[config.mk]
export PLATFORM = sky130hd
export DESIGN_NAME = hex_record_stream_parser_top
export DESIGN_NICKNAME = d
export VERILOG_FILES = /design/src/hw/rtl/hxp_pkg.sv /design/src/hw/rtl/hex_record_stream_parser_top.sv /design/src/hw/rtl/hxp_core.sv
export SDC_FILE = /design/constraint.sdc
export NUM_CORES = 1
export LEC_CHECK = 0
export CAP_MARGIN = 0
export CORE_MARGIN = 1
export CORE_UTILIZATION = 29
export CTS_CLUSTER_SIZE = 16
export DETAILED_ROUTE_END_ITERATION = 8
export DONT_BUFFER_PORTS = 1
export PLACE_DENSITY_LB_ADDON = 0.2
export SETUP_SLACK_MARGIN = 0.5
export SYNTH_ARGS = -nofsm -noshare
export SYNTH_HDL_FRONTEND = slang
export SYNTH_HIERARCHICAL = 1
export SYNTH_SLANG_ARGS = --single-unit
[constraint.sdc]
create_clock -name clk -period 17.7 [get_ports clk]
set_input_delay 3.54 -clock clk [delete_from_list [all_inputs] [get_ports clk]]
set_output_delay 3.54 -clock clk [all_outputs]
set_load 0.05 [all_outputs]
[src/hw/rtl/hxp_pkg.sv]
`timescale 1ns / 1ps

package hxp_pkg;

  localparam int unsigned CHAR_W = 8;
  localparam int unsigned POS_W  = 10;
  localparam int unsigned ADDR_W = 32;
  localparam int unsigned HALF_W = 16;

  localparam logic [CHAR_W-1:0] CH_ZERO  = 8'h30;
  localparam logic [CHAR_W-1:0] CH_ONE   = 8'h31;
  localparam logic [CHAR_W-1:0] CH_FOUR  = 8'h34;
  localparam logic [CHAR_W-1:0] CH_SEVEN = 8'h37;
  localparam logic [CHAR_W-1:0] CH_NINE  = 8'h39;

  localparam logic [15:0] UPPER_RESET = 16'h0800;

  typedef enum logic [1:0] {
    EV_DATA   = 2'd0,
    EV_END    = 2'd1,
    EV_RELOAD = 2'd2
  } event_kind_t;

  typedef struct packed {
    logic                valid;
    event_kind_t         kind;
    logic [ADDR_W-1:0]   addr;
    logic [HALF_W-1:0]   half;
    logic                last;
  } hxp_result_t;

  // '0'..'9' map directly, anything else is taken as an uppercase A..F digit
  function automatic logic [3:0] hex_nibble(input logic [CHAR_W-1:0] c);
    logic [CHAR_W-1:0] d;
    d = c - CH_SEVEN;
    if (c >= CH_ZERO && c <= CH_NINE) begin
      return c[3:0];
    end
    return d[3:0];
  endfunction

endpackage

[src/hw/rtl/hex_record_stream_parser_top.sv]
`timescale 1ns / 1ps
// A result appears on out_* in the cycle after the character beat that causes it.
// Throughput: one character per cycle; the output register is reloaded in the same
// cycle it is drained, so in_tready stays high unless a result is held by out_tready.
// Reset (rst_n, synchronous, active low): parser idle until a start mark,
// started flag clear, upper address 0x0800, output empty.
module hex_record_stream_parser_top
  import hxp_pkg::*;
(
  input  logic        clk,
  input  logic        rst_n,
  input  logic        in_tvalid,
  output logic        in_tready,
  input  logic [7:0]  in_tdata,   // [7:0] record_char
  input  logic        in_tuser,   // [0] first_of_record
  output logic        out_tvalid,
  input  logic        out_tready,
  output logic [47:0] out_tdata,  // [31:0] write_address, [47:32] halfword
  output logic [1:0]  out_tuser,  // [1:0] event_kind
  output logic        out_tlast,  // last
  input  logic        cfg_valid,
  output logic        cfg_ready,
  input  logic [15:0] cfg_data    // upper_address
);

  logic              accept;
  hxp_result_t       res;
  logic [15:0]       upper_r;
  logic              out_valid_r;
  event_kind_t       kind_r;
  logic [ADDR_W-1:0] addr_r;
  logic [HALF_W-1:0] half_r;
  logic              last_r;

  assign cfg_ready = 1'b1;
  assign in_tready = !out_valid_r || out_tready;
  assign accept    = in_tvalid && in_tready;

  hxp_core u_core (
    .clk        (clk),
    .rst_n      (rst_n),
    .accept     (accept),
    .rec_char   (in_tdata),
    .rec_first  (in_tuser),
    .upper_addr (upper_r),
    .res        (res)
  );

  always_ff @(posedge clk) begin
    if (!rst_n) begin
      upper_r <= UPPER_RESET;
    end else if (cfg_valid && cfg_ready) begin
      upper_r <= cfg_data;
    end
  end

  always_ff @(posedge clk) begin
    if (!rst_n) begin
      out_valid_r <= 1'b0;
    end else if (accept) begin
      out_valid_r <= res.valid;
    end else if (out_tready) begin
      out_valid_r <= 1'b0;
    end
  end

  always_ff @(posedge clk) begin
    if (accept && res.valid) begin
      kind_r <= res.kind;
      addr_r <= res.addr;
      half_r <= res.half;
      last_r <= res.last;
    end
  end

  assign out_tvalid = out_valid_r;
  assign out_tdata  = {half_r, addr_r};
  assign out_tuser  = kind_r;
  assign out_tlast  = last_r;

  a_event_payload: assert property (@(posedge clk) disable iff (!rst_n)
    out_tvalid && out_tuser != EV_DATA |-> out_tdata == '0 && out_tlast)
    else $error("non-data event carries payload or lacks last");

  a_kind_range: assert property (@(posedge clk) disable iff (!rst_n)
    out_tvalid |-> out_tuser == EV_DATA || out_tuser == EV_END || out_tuser == EV_RELOAD)
    else $error("undefined event kind on output");

  a_ready_when_empty: assert property (@(posedge clk) disable iff (!rst_n)
    !out_tvalid |-> in_tready)
    else $error("input stalled with empty output register");

  a_cfg_write: assert property (@(posedge clk) disable iff (!rst_n)
    cfg_valid && cfg_ready |=> upper_r == $past(cfg_data))
    else $error("upper address not updated by config beat");

endmodule

[src/hw/rtl/hxp_core.sv]
`timescale 1ns / 1ps

module hxp_core
  import hxp_pkg::*;
(
  input  logic              clk,
  input  logic              rst_n,
  input  logic              accept,
  input  logic [CHAR_W-1:0] rec_char,
  input  logic              rec_first,
  input  logic [15:0]       upper_addr,
  output hxp_result_t       res
);

  localparam logic [POS_W-1:0] POS_IDLE    = '1;
  localparam logic [POS_W-1:0] POS_CNT_HI  = 10'd1;
  localparam logic [POS_W-1:0] POS_CNT_LO  = 10'd2;
  localparam logic [POS_W-1:0] POS_ADDR_HI = 10'd3;
  localparam logic [POS_W-1:0] POS_ADDR_LO = 10'd6;
  localparam logic [POS_W-1:0] POS_TYPE    = 10'd8;
  localparam logic [POS_W-1:0] POS_DATA    = 10'd9;

  logic [POS_W-1:0] pos_r, pos_nxt;
  logic [7:0]       count_r, count_nxt;
  logic [15:0]      raddr_r, raddr_nxt;
  logic             data_en_r, data_en_nxt;
  logic             started_r, started_nxt;
  logic [11:0]      acc_r, acc_nxt;

  logic [POS_W-1:0] pos_inc;
  logic [POS_W-1:0] pos_off;
  logic [7:0]       k;
  logic [7:0]       halves;
  logic [8:0]       k_plus;
  logic [1:0]       j;
  logic [3:0]       nib;

  assign pos_inc = pos_r + 10'd1;
  assign pos_off = pos_inc - POS_DATA;
  assign k       = pos_off[POS_W-1:2];
  assign j       = pos_off[1:0];
  assign halves  = {1'b0, count_r[7:1]};
  assign k_plus  = {1'b0, k} + 9'd1;
  assign nib     = hex_nibble(rec_char);

  always_comb begin
    pos_nxt     = pos_r;
    count_nxt   = count_r;
    raddr_nxt   = raddr_r;
    data_en_nxt = data_en_r;
    started_nxt = started_r;
    acc_nxt     = acc_r;
    res         = '0;
    res.kind    = EV_DATA;
    if (accept) begin
      if (rec_first) begin
        pos_nxt     = '0;
        data_en_nxt = 1'b0;
      end else if (pos_r != POS_IDLE) begin
        pos_nxt = pos_inc;
        priority if (pos_inc == POS_IDLE) begin
          // record ran too long: park until the next start mark
        end else if (pos_inc == POS_CNT_HI) begin
          count_nxt = {4'd0, nib};
        end else if (pos_inc == POS_CNT_LO) begin
          count_nxt = {count_r[3:0], nib};
        end else if (pos_inc == POS_ADDR_HI) begin
          raddr_nxt = {12'd0, nib};
        end else if (pos_inc > POS_ADDR_HI && pos_inc <= POS_ADDR_LO) begin
          raddr_nxt = {raddr_r[11:0], nib};
        end else if (pos_inc == POS_TYPE) begin
          if (rec_char == CH_ONE) begin
            res.valid = 1'b1;
            res.kind  = EV_END;
            res.last  = 1'b1;
          end else if (rec_char == CH_FOUR) begin
            started_nxt = 1'b1;
          end else if (rec_char == CH_ZERO) begin
            if (started_r) begin
              data_en_nxt = 1'b1;
            end else begin
              res.valid = 1'b1;
              res.kind  = EV_RELOAD;
              res.last  = 1'b1;
            end
          end
        end else if (pos_inc >= POS_DATA && data_en_r) begin
          if (k >= halves) begin
            data_en_nxt = 1'b0;
          end else if (j == 2'd0) begin
            acc_nxt = {8'd0, nib};
          end else if (j != 2'd3) begin
            acc_nxt = {acc_r[7:0], nib};
          end else begin
            // four digits = two bytes; first byte goes to the low half
            res.valid = 1'b1;
            res.kind  = EV_DATA;
            res.half  = {acc_r[3:0], nib, acc_r[11:4]};
            res.addr  = {upper_addr, raddr_r} + {23'd0, k, 1'b0};
            res.last  = (k_plus == {1'b0, halves});
          end
        end else begin
          // position 7, or data characters with output disabled
        end
      end
    end
  end

  always_ff @(posedge clk) begin
    if (!rst_n) begin
      pos_r     <= POS_IDLE;
      count_r   <= '0;
      raddr_r   <= '0;
      data_en_r <= 1'b0;
      started_r <= 1'b0;
      acc_r     <= '0;
    end else begin
      pos_r     <= pos_nxt;
      count_r   <= count_nxt;
      raddr_r   <= raddr_nxt;
      data_en_r <= data_en_nxt;
      started_r <= started_nxt;
      acc_r     <= acc_nxt;
    end
  end

endmodule
## After elaboration in Yosys (flattened, before gate mapping)

Index checks and enable logic that the tools add are counted.

- Bits in registers: 116
- Bits of input ports: 30
- Output and inout bits: 54
- Word-level logic and storage cells: 128

- $add $sub $neg: 5
- $lt $le $gt $ge: 6
- Equal/unequal tests: 20
- Muxes and demuxes: 50
- Bitwise gates (word level): 12
- Reductions and logical operators: 23

Operators with widths:

| cell | number |
|---|---|
| $mux W52 | 12 |
| $mux W48 | 1 |
| $add A32 B9 Y32 | 1 |
| $mux W16 | 2 |
| $eq A8 B6 Y1 const B | 3 |
| $mux W12 | 2 |
| $mux W1 | 22 |
| $eq A10 B2 Y1 const B | 2 |
| $mux W10 | 2 |
| $mux W8 | 2 |
| $mux W3 | 5 |
| $reduce_and A13 Y1 | 1 |
| $reduce_or A13 Y1 | 1 |
| $ne A2 B2 Y1 const B | 6 |
| $not A1 Y1 | 12 |
| $reduce_and A12 Y1 | 1 |
| $reduce_and A11 Y1 | 1 |
| $add A10 B1 Y10 const B | 1 |
| $eq A10 B1 Y1 const B | 1 |
| $eq A10 B10 Y1 const B | 1 |
| $eq A10 B4 Y1 const B | 1 |
| $ge A10 B4 Y1 const B | 1 |
| $gt A10 B2 Y1 const B | 1 |
| $le A10 B3 Y1 const B | 1 |
| other kinds (21) | 33 |

## Longest topological paths before layout

- Word-level depth: 18
- Mapped depth: 18
- Depth with buffers taken out: 16

## Modules after synthesis

The synthesis kept the hierarchy.

By module, submodules not included:

| module | instances | cells an instance | area an instance (um^2) | sequential area each (um^2) |
|---|---|---|---|---|
| hxp_core | 1 | 577 | 4245.3 | 960.9 |
| hex_record_stream_parser_top | 1 | 110 | 2205.9 | 1871.8 |

## Worst setup path before layout

No wires, ideal clock.

- Path kind: input-to-reg
- Start point: input port out_tready
- End point: register addr_r[0] (enable)
- Arrival time: 7.105 ns
- Data required time: 17.234 ns
- Setup slack: 10.129 ns
- Stages on the path: 8
- Buffers on the path: 1
- Cells stage by stage: nand2b_1 -> and2_1 -> and3b_1 -> clkbuf_1 -> nand2_1 -> nor2_1 -> nand2_1 -> nor2b_1

RTL lines:

| element | RTL line | source |
|---|---|---|
| start: declaration | hex_record_stream_parser_top.sv:17 | `input logic out_tready,` |
| end signal: assignment | hex_record_stream_parser_top.sv:70 | `addr_r <= res.addr;` |
| end: declaration | hex_record_stream_parser_top.sv:31 | `logic [ADDR_W-1:0] addr_r;` |

## Worst setup path after layout

- Start point: input port out_tready
- End point: output port in_tready

- Longest elaborated chain between the ends: 1

Ends and longest elaborated chain:

| element | RTL line | source |
|---|---|---|
| $logic_or A1 B1 Y1 | hex_record_stream_parser_top.sv:36 | `assign in_tready = !out_valid_r \|\| out_tready;` |
| end: declaration | hex_record_stream_parser_top.sv:13 | `output logic in_tready,` |

No other way between the ends.

==> impl_metrics.tcl <==
set metrics [dict create \
    final_cell_mix "nor2_1 (97), dfxtp_1 (65), edfxtp_1 (51)" \
    finalSetupViolCount 0 \
    rsz0062_at_grt "no" \
    grt_max_degree 52 \
    synth_top_area_share_pct 23.7 \
    hold_path_class "reg2reg" \
    netlist_area_um2 6450 \
    power_density_nw_per_um2 99.1 \
    drcViolationCount 0 \
    numCtsBuffers 17 \
    io_pins 84 \
    dpl.hpwl_mm 10.7 \
    synthSimpleGateAreaFrac_pct 20.3 \
    crit_fanout 4 \
    area.growth.synth_to_final_pct 11.8 \
    total_leakage_power_uw 0.00247 \
    start_kind "primary input" \
    slew_headroom_pct 51.1 \
    initial_core_util_pct 29.6 \
    ys.warnings.count 6 \
    insertedDiodeCount 0 \
    synth_top_family_by_area "simple AND/OR/NAND/NOR gates" \
    grt_remaining_overflow 0 \
    route.vias.total 4762 \
    fin_nets 732 \
    io_buffers 0 \
    ys_types 73 \
    synth_xor_area_share_pct 7.56 \
    crit_required_ns 14.16 \
    post-route-min-period_ns 7.55 \
    ys.flop_type "dfxtp_1" \
    synth-edff-count 51 \
    dieArea_um2 22800 \
    final_max_slew_viol_count 0 \
    fp-row-count 54 \
    outcome "completed" \
    grt_use_total_pct 13.5 \
    drtPass1Iterations 4 \
    synth.area.top_cells "edfxtp_1 (24%), dfxtp_1 (20%), nor2_1 (5.6%), ha_1 (5.6%), xnor2_1 (4.6%)" \
    max_freq_mhz 132 \
    synth-seq-cells 116 \
    ant_nets 0 \
    tns_ns 0 \
    layout_commonest_cell "nor2_1" \
    first_global_vias 4543 \
    root_buffer "clkbuf_16" \
    critPathTopFamily "simple AND/OR/NAND/NOR gates" \
    first_iter_violations 258 \
    synthMuxAreaShare_pct 4.21 \
    drive_gt1_share_pct 7.74 \
    clkTransAtPathRegs_ns 0.05 \
    ctsHoldBuffers 0 \
    synth_compound_area_share_pct 12.4 \
    die_w_um 151 \
    worstSetupEndpointType "output port" \
    core-area_um2 21800 \
    tritoncts "built" \
    crit_type "in2out" \
    clk_latency_ns 0.41 \
    vias_per_cell 4.93 \
    post_cts_buffers 0 \
    hold_viol_final 0 \
    cts.repair.resized 0 \
    power_uw 715 \
    synth_fp_nets 747 \
    finalCritPeriodShare_pct 42.6 \
    die_h_um 151 \
    syn_area_per_cell_um2 9.39 \
    slowest_stage "nand2b_1" \
    yosysTopAreaCell "edfxtp_1" \
    critPathBufInv 0 \
    antenna_found_initial 0 \
    peakVddDrop_v 0.0000538 \
    grt_pass1_wl_mm 23.9 \
    wl_mm 14.9 \
    synth-seq-area-share_pct 43.9 \
    cts_buffer_depth 2 \
    wl_per_cell_um 15.4 \
    synthAdderAreaFrac_pct 5.93 \
    cpPeakStageDelay_ns 0.47 \
    postSynthCellCount 687 \
    cts-htree-levels 4 \
    async_flop_share_pct 0 \
    cts.sinks 116 \
    crit_arrival_ns 4.01 \
    globalplace.congestion 0.810 \
    finClkSkew_ns 0.0112 \
    crit_chain "nand2b_1" \
    worstMarginPinSlew_ns 0.728 \
    maxCapViolations 0 \
]
worst paths after layout:
path         slack, ns                      endpoint                    startpoint  depth (start not counted)
max              10.15                     in_tready                    out_tready                          1
min               0.45  u_core/acc_r[7]$_SDFFE_PN0P_  u_core/acc_r[7]$_SDFFE_PN0P_                          2
max reg2reg      12.25           addr_r[6]$_DFFE_PP_  u_core/pos_r[0]$_SDFFE_PN1P_                         15
min reg2reg       0.45  u_core/acc_r[7]$_SDFFE_PN0P_  u_core/acc_r[7]$_SDFFE_PN0P_                          2
kinds of logic after synthesis:
family,after synthesis
buf+inv,79
flops,116
xor+xnor,54
mux,27
fa+ha+maj,30
simple gates,260
other cells,1
compound gates,120
flip-flops by register name (all words and copies together) (netlist names):
signal and count:
upper_r 16, u_core/count_r 8, addr_r 32, u_core/data_en_r 1, u_core/pos_r 10, out_tvalid 1
u_core/acc_r 12, out_tuser 2, u_core/raddr_r 16, half_r 16, out_tlast 1, u_core/started_r 1
stage by stage:
step	instance area, um^2	hold slack (ns)	worst slack (ns)	std cells	util, %
after CTS	7210	0.453	10.14	965	33.0
final	7210	0.454	10.15	965	33.0
after global placement	6630	0.441	10.16	933	30.4
after global routing	7210	0.473	10.14	965	33.0
after detailed placement	6630	0.445	10.14	933	30.4
after floorplan	6450	0.432	10.13	687	-
per-layer routing:
layer / track usage (%) / share of wire (%)
met1: 16.3 / 46
met5: 0 / 0
met3: 3.34 / 3.9
met2: 22.5 / 47
met4: 6.45 / 2.3
Yosys cell counts (all sizes together), types with 7 or more instances:
library cell  count
nor2             98
dfxtp            65
edfxtp           51
inv              41
nand2            36
xnor2            36
ha               29
a21oi            28
mux2i            26
nor2b            26
o21ai            26
buf              21
nand3            19
xor2             18
clkbuf           17
nor3             17
a22oi            16
nand4            11
or3              11
and3              8
a211oi            7
a21o              7
power by group:
part | internal [uW] | total, uW | switching, uW
Clock | 210 | 333 | 123
Sequential | 282 | 291 | 9.78
Combinational | 38.2 | 90.5 | 52.3
Total | 530 | 715 | 185
layout make-up:
class / count / area [um^2]
flip-flops and latches: 116 / 2830
repair buffers: 4 / 30.0
clock buffers: 19 / 443
fillers: 2215 / 14600
multi-input cells: 492 / 3270
inverters: 41 / 154
well taps: 280 / 350
clock inverters: 13 / 135
(Power assumes the default switching activity.)
